--- config.mk ---
export PLATFORM = sky130hd
export DESIGN_NAME = rfe_gcd
export DESIGN_NICKNAME = d
export VERILOG_FILES = /design/src/rfe_pkg.sv /design/src/rfe_gcd.sv
export SDC_FILE = /design/constraint.sdc
export NUM_CORES = 1
export LEC_CHECK = 0
export ABC_AREA = 1
export BUFFER_PORTS_ARGS = -buffer_cell sky130_fd_sc_hd__buf_2
export CAP_MARGIN = 0
export CORE_UTILIZATION = 55
export CTS_CLUSTER_DIAMETER = 30
export DETAILED_ROUTE_END_ITERATION = 10
export HOLD_SLACK_MARGIN = 0.02
export PLACE_DENSITY = 0.83
export SETUP_SLACK_MARGIN = 0.02
export SLEW_MARGIN = 20
export SYNTH_ARGS = -nofsm -noshare
export SYNTH_HDL_FRONTEND = slang
export SYNTH_SLANG_ARGS = --single-unit
--- constraint.sdc ---
create_clock -name clk_i -period 7.3 [get_ports clk_i]
set_clock_uncertainty 0.05 [all_clocks]
set_input_delay 0.73 -clock clk_i [delete_from_list [all_inputs] [get_ports clk_i]]
set_output_delay 0.73 -clock clk_i [all_outputs]
set_load 0.01 [all_outputs]
--- src/rfe_pkg.sv ---
// Shared types and constants for the reduced fraction enumerator.
// No dependencies; rfe_gcd, the top level and the checker take their names from here by scope.
package rfe_pkg;

  // Denominator limits: the configured limit is clamped to the smaller of these.
  localparam int unsigned MaxDenom = 128;
  localparam int unsigned DenomCap = 128;
  localparam int unsigned LimCap   = (MaxDenom < DenomCap) ? MaxDenom : DenomCap;

  localparam logic [7:0] LimCapW  = 8'(LimCap);
  localparam logic [7:0] CfgReset = 8'd2;
  localparam logic [6:0] FirstNum = 7'd1;
  localparam logic [7:0] FirstDen = 8'd2;

  typedef struct packed {
    logic restart;
  } req_t;

  typedef struct packed {
    logic [6:0] numerator;
    logic [7:0] denominator;
    logic       valid_res;
    logic       last;
  } res_t;

  typedef struct packed {
    logic done;
    logic coprime;
  } gcd_status_t;

  typedef enum logic [3:0] {
    StIdle  = 4'b0001,
    StCheck = 4'b0010,
    StGcd   = 4'b0100,
    StOut   = 4'b1000
  } state_e;

endpackage

--- src/rfe_gcd.sv ---
// Iterative binary gcd unit: one shift or subtract per cycle.
// Reports whether the two operands are coprime. Uses rfe_pkg.
module rfe_gcd (
  input  logic                      clk_i,
  input  logic                      rst_ni,
  input  logic                      start_i,
  input  logic [7:0]                a_i,
  input  logic [7:0]                b_i,
  output rfe_pkg::gcd_status_t      status_o
);

  logic [7:0] a_q, a_d, b_q, b_d;
  logic       run_q, run_d;
  logic       equal, both_even, finish;

  assign equal     = (a_q == b_q);
  assign both_even = !a_q[0] && !b_q[0];
  assign finish    = equal || both_even;

  always_comb begin
    a_d   = a_q;
    b_d   = b_q;
    run_d = run_q;
    if (start_i) begin
      a_d   = a_i;
      b_d   = b_i;
      run_d = 1'b1;
    end else if (run_q) begin
      priority if (finish) begin
        run_d = 1'b0;
      end else if (!a_q[0]) begin
        a_d = a_q >> 1;
      end else if (!b_q[0]) begin
        b_d = b_q >> 1;
      end else if (a_q > b_q) begin
        a_d = a_q - b_q;
      end else begin
        b_d = b_q - a_q;
      end
    end
  end

  // Operands are nonzero and never equal when subtracted, so they stay nonzero.
  assign status_o.done    = run_q && finish;
  assign status_o.coprime = equal && (a_q == 8'd1);

  always_ff @(posedge clk_i or negedge rst_ni) begin
    if (!rst_ni) begin
      run_q <= 1'b0;
    end else begin
      run_q <= run_d;
    end
  end

  always_ff @(posedge clk_i) begin
    a_q <= a_d;
    b_q <= b_d;
  end

endmodule

# After elaboration in Yosys (flattened, before gate mapping)
# Cells that the tools add are included.
[totals]
out_inout_bits = 2
regBits = 17
inputBits = 19
elab_cells = 41
[classes]
magnitude_cmp = 1
eq_ne = 6
n_reduce_logical = 12
addsub = 2
n_mux = 15
[op_table]
columns = ["cell", "n"]
rows = [
  ["8-bit two-way mux", 12],
  ["8-bit subtractor", 2],
  ["8-bit by 1-bit == test with 1-bit output (second input constant)", 1],
  ["8-bit == test", 1],
  ["8-bit greater-than comparator", 1],
  ["4-bit AND reduction", 2],
  ["3-bit by 2-bit inequality test with 1-bit output (second input constant)", 2],
  ["2-bit nonzero test", 2],
  ["1-bit logical AND", 3],
  ["1-bit two-way mux", 3],
  ["3-bit inequality test (second input constant)", 1],
  ["3-bit AND reduction", 1],
  ["1-bit logical NOT", 2],
  ["2-bit inequality test (second input constant)", 1],
  ["2-bit AND reduction", 1],
  ["1-bit logical OR", 1],
]

# Longest topological paths before layout
[logic_depth]
depth_word = 7
ltp_mapped = 13
depth_no_buf = 12

# Least setup slack after synthesis
# OpenSTA, ideal clock, no wires.
[synth_path]
kind = "register -> register"
from = "reg a_q[0]"
to = "reg b_q[1], enable pin"
setup_ns = 0.373
n_path_buf = 0
arrival_time_ns = 1.983
stages_incl_launch_ff = 12
required_time_ns = 6.877
path_slack_ns = 4.894
synth_period_minus_slack_ns = 2.406
path_cell_list = "edfxtp_1 -> inv_1 -> ha_1 -> inv_1 -> fa_1 -> nand2_1 -> nand3_1 -> nand3_2 -> nand2_4 -> nand2_4 -> clkinv_2 -> a21oi_1"
[synth_via]
elab_chain_cells = 5
elab_cells_between_ends = 9
cone_classes = "1 x order compare; 3 x eq/ne; 5 x reduce/logical"
[synth_rtl]
columns = ["element", "line", "rtl"]
rows = [
  ["start: declaration", "rfe_gcd.sv:12", "logic [7:0] a_q, a_d, b_q, b_d;"],
  ["start signal: assignment", "rfe_gcd.sv:56", "a_q <= a_d;"],
  ["parallel branches: the longest is 4 deep, another holds 8-bit greater-than comparator", "-", ""],
  ["4-bit AND reduction (no source line) *", "-", ""],
  ["end signal: assignment", "rfe_gcd.sv:57", "b_q <= b_d;"],
  ["end: declaration", "rfe_gcd.sv:12", ""],
]
# Mark *: on every way between the ends.
# A chain may end at the register's enable or synchronous reset.

==> results.md <==
Synth:
- The compound-cell area share of the yosys netlist is 0.151.
- The share of the Yosys chip area taken by registers is 0.300.
- Each instance of the synthesized netlist takes up on average 7.52 um2.
- The number of storage elements in the synthesis netlist is 17.
- The number of different library cells in the post-synthesis netlist is 33.
- The fraction of the mapped netlist area in simple logic gates is 0.272.
- The synthesized netlist occupies a cell area of roughly 1700 um2.
- The largest family of logic cells by synthesized area is simple AND/OR/NAND/NOR gates.
- The total nets after synthesis is between 200 and 300.
- The xor/xnor cell area share of the yosys netlist is 0.0260.
- The count of warnings emitted by yosys is 0.
- The adder-cell share of the synthesized area is 0.143.
- The multiplexer share of the synthesized area is 0.
- The instance count of the mapped netlist is between 200 and 250.

Detailed routing:
- The via total after detailed routing is 1,509.
- Dividing the detail-routed via count by the number of cells gives 5.49.
- The residual antenna-violating net count after detailed routing is 0.
- For this run, the detailed router's first-pass iteration total came to 7.
- In the routed design, unresolved DRC markers number 2.
- The average wire per standard cell is 13.8 um.
- The routed design has ~3800 um of wire.
- The first routing iteration left 74 violations.

Floorplan:
- The floorplan step defined a die boundary enclosing roughly 3300 um2.
- The die is approximately 57 um wide.
- For this configuration, the core starts out at a cell density of 0.596.
- In this run the core area contains 19 standard-cell rows.
- After floorplanning, the core was sized to cover 2830 um2.
- The height of the die is roughly 57 um.
- The number of I/O pins is 21.

Setup path:
- The endpoint class of the critical path is an output pin.
- The required time reported for the critical path endpoint is approximately 6.5 ns.
- The arrival time reported for the critical path endpoint is around 2.2 ns.
- The number of cells on the worst reg-to-reg path is 10.
- STA classifies the critical path startpoint as a flip-flop.
- The capture point of the worst reg-to-reg path is b_q[1]$_DFFE_PP_.
- The flop-to-flop setup slack is about 4.5 ns.
- The worst flop-to-flop path startpoint is b_q[0]$_DFFE_PP_.
- The setup path with the least slack is of type reg2out.
- Of all nets on the critical path, the largest fanout is 11.

Cells and area:
- Summing all multi-input logic gate instances after layout gives approximately 1000 um2.
- The area growth from synthesis to layout is 8.24%.
- The net count reported at finish is ~280.
- The filler cell count in the final layout is 250.
- Leaving out fill and tap cells, the most frequent cell in the layout is sky130_fd_sc_hd__nand2_1.
- Leaving out fill and tap cells, the most frequent cells in the layout are sky130_fd_sc_hd__nand2_1 (52), sky130_fd_sc_hd__inv_1 (39), sky130_fd_sc_hd__a21oi_1 (21).
- For this run, the share of the core covered by cells in the final layout is 0.645.
- The number of antenna diodes in the final layout is 0.
- In the final layout, the share of cells above drive strength 1 is 0.143.
- Registers take 505 um2.

Timing:
- Based on the critical path, the design can be clocked at up to between 0.3 and 0.4 GHz.
- Setup repair after global routing left no endpoint under its margin.
- The setup-violating endpoint count in the final report is 0.
- The final hold violation count is 0.
- The final critical delay including setup and external delays is around 3.0 ns.
- The total count of max-transition violations in the final report is 0.
- The relative max-transition margin is 0.517.
- In the finished design, the share of the clock period the worst path needs comes to 0.412.
- At the pin with the least slew margin, the transition time is between 0.7 and 0.8 ns.
- The setup TNS after final layout is 0 ns.

Clock network:
- The clock passes through at most 2 buffers.
- The CTS tree is built.
- The clock latency on the worst-skew pair is about 0.30 ns.
- The clock-pin transition on the worst setup and hold timing paths is ~0.11 ns.
- The cell at the root of the clock tree is sky130_fd_sc_hd__clkbuf_4.
- The number of levels the H-tree was split into is 1.
- The hold buffer count at cts is 0.
- The number of clock buffers added by TritonCTS is 3.
- The clock sink count is 17.
- The number of setup buffers added after CTS is 0.
- Gates resized during post-CTS repair numbered 0.

Global routing:
- Entering global routing, the biggest net connects 22 pins.
- The total overflow reported by the global router is 0.
- The first global-routing pass estimated 6110 um of wire.
- The number of global-route vias before repair is between 1,000 and 1,500.
- The number of antenna violations at the first check in global routing came to 0.
- The total global routing track utilization is 0.246.

Outcome:
- The checks that failed: design-rule violations.
- The flow ran to the end, but the final reports show violations.

Place:
- Input and output buffers added on the ports amount to 20.
- The wire-length estimate of the detail-placed layout is 3170 um.
- The congestion estimate from routability-driven global placement came to 0.919.

Min path:
- In this run the worst hold path is classified as in2async.

Flow run:
- The number of max-capacitance violations reported is 0.
==> sequential cells by signal, summed over array words and instances, names as in the netlist <==
name and count:
a_q 8, run_q 1, b_q 8
==> cell usage after synthesis (all sizes together) <==
cell,instances,area [um2]
nand2,57,236
inv,39,146
a21oi,21,105
nand3,17,90.1
edfxtp,16,480
ha,16,200
nor2,14,60.1
o21ai,11,58.8
nand4,5,61.3
a22oi,4,30.0
xor2,4,35.0
o21bai,3,22.5
a21boi,2,15.0
buf,2,10.0
clkbuf,2,17.5
clkinv,2,8.75
fa,2,40.0
o21a,2,15.0
and2,1,6.26
dfrtp,1,25.0
nor3,1,5.00
o211ai,1,7.51
xnor2,1,8.76
==> worst max-delay path: stages, from the launching register on <==
cell                       delay (ns)
sky130_fd_sc_hd__edfxtp_1        0.60
sky130_fd_sc_hd__clkinv_1        0.35
sky130_fd_sc_hd__ha_1            0.36
sky130_fd_sc_hd__inv_1           0.11
sky130_fd_sc_hd__nand4_4         0.17
sky130_fd_sc_hd__a21boi_0        0.18
sky130_fd_sc_hd__buf_2           0.15
==> kinds of logic after synthesis <==
group	count (synthesis)
AOI/OAI and AO/OA	44
buffers and inverters	45
and+or+nand+nor	95
adders and majority gates	18
DFF	17
xor gates and xnor gates	5
==> worst max path at each step <==
stage,from,endpoint,slack (ns),cells past startpoint
after floorplan,a_q[0]$_DFFE_PP_,b_q[1]$_DFFE_PP_,4.89,11
after global placement,b_q[0]$_DFFE_PP_,b_q[5]$_DFFE_PP_,4.61,10
after detailed placement,b_q[0]$_DFFE_PP_,a_q[4]$_DFFE_PP_,4.54,7
after CTS,b_q[0]$_DFFE_PP_,status_o[0],4.31,6
after global routing,b_q[0]$_DFFE_PP_,status_o[1],4.11,6
final,b_q[0]$_DFFE_PP_,status_o[1],4.29,6
==> per-stage QoR <==
step           worst slack [ns]  cells  hold WS, ns  cell area (um2)
4_1_cts                    4.31    275        0.117             1820
2_1_floorplan              4.89    224        0.384             1690
3_5_place_dp               4.54    271        0.456             1800
3_3_place_gp               4.61    271        0.456             1800
5_1_grt                    4.11    275        0.106             1820
6_report                   4.29    275        0.121             1820
==> area by class of cell <==
type                       instances  area share
clock inverter                     1     0.00274
tap                               31      0.0213
inverter                          41      0.0850
multi-input combinational        162       0.547
timing repair buffer              20      0.0549
clock buffer                       3      0.0123
sequential                        17       0.277
==> per-layer routing <==
layer / global-route usage / part of all wire / vias to the layer above
li1: - / - / 775
met1: 0.348 / 0.48 / 676
met2: 0.385 / 0.45 / 48
met3: 0.0431 / 0.053 / 10
met4: 0.0732 / 0.020 / 0
met5: 0 / 0 / -
Power is left out: the tool's default activity adds up to more than one toggle a clock period on the data nets, which glitch-free logic cannot reach.
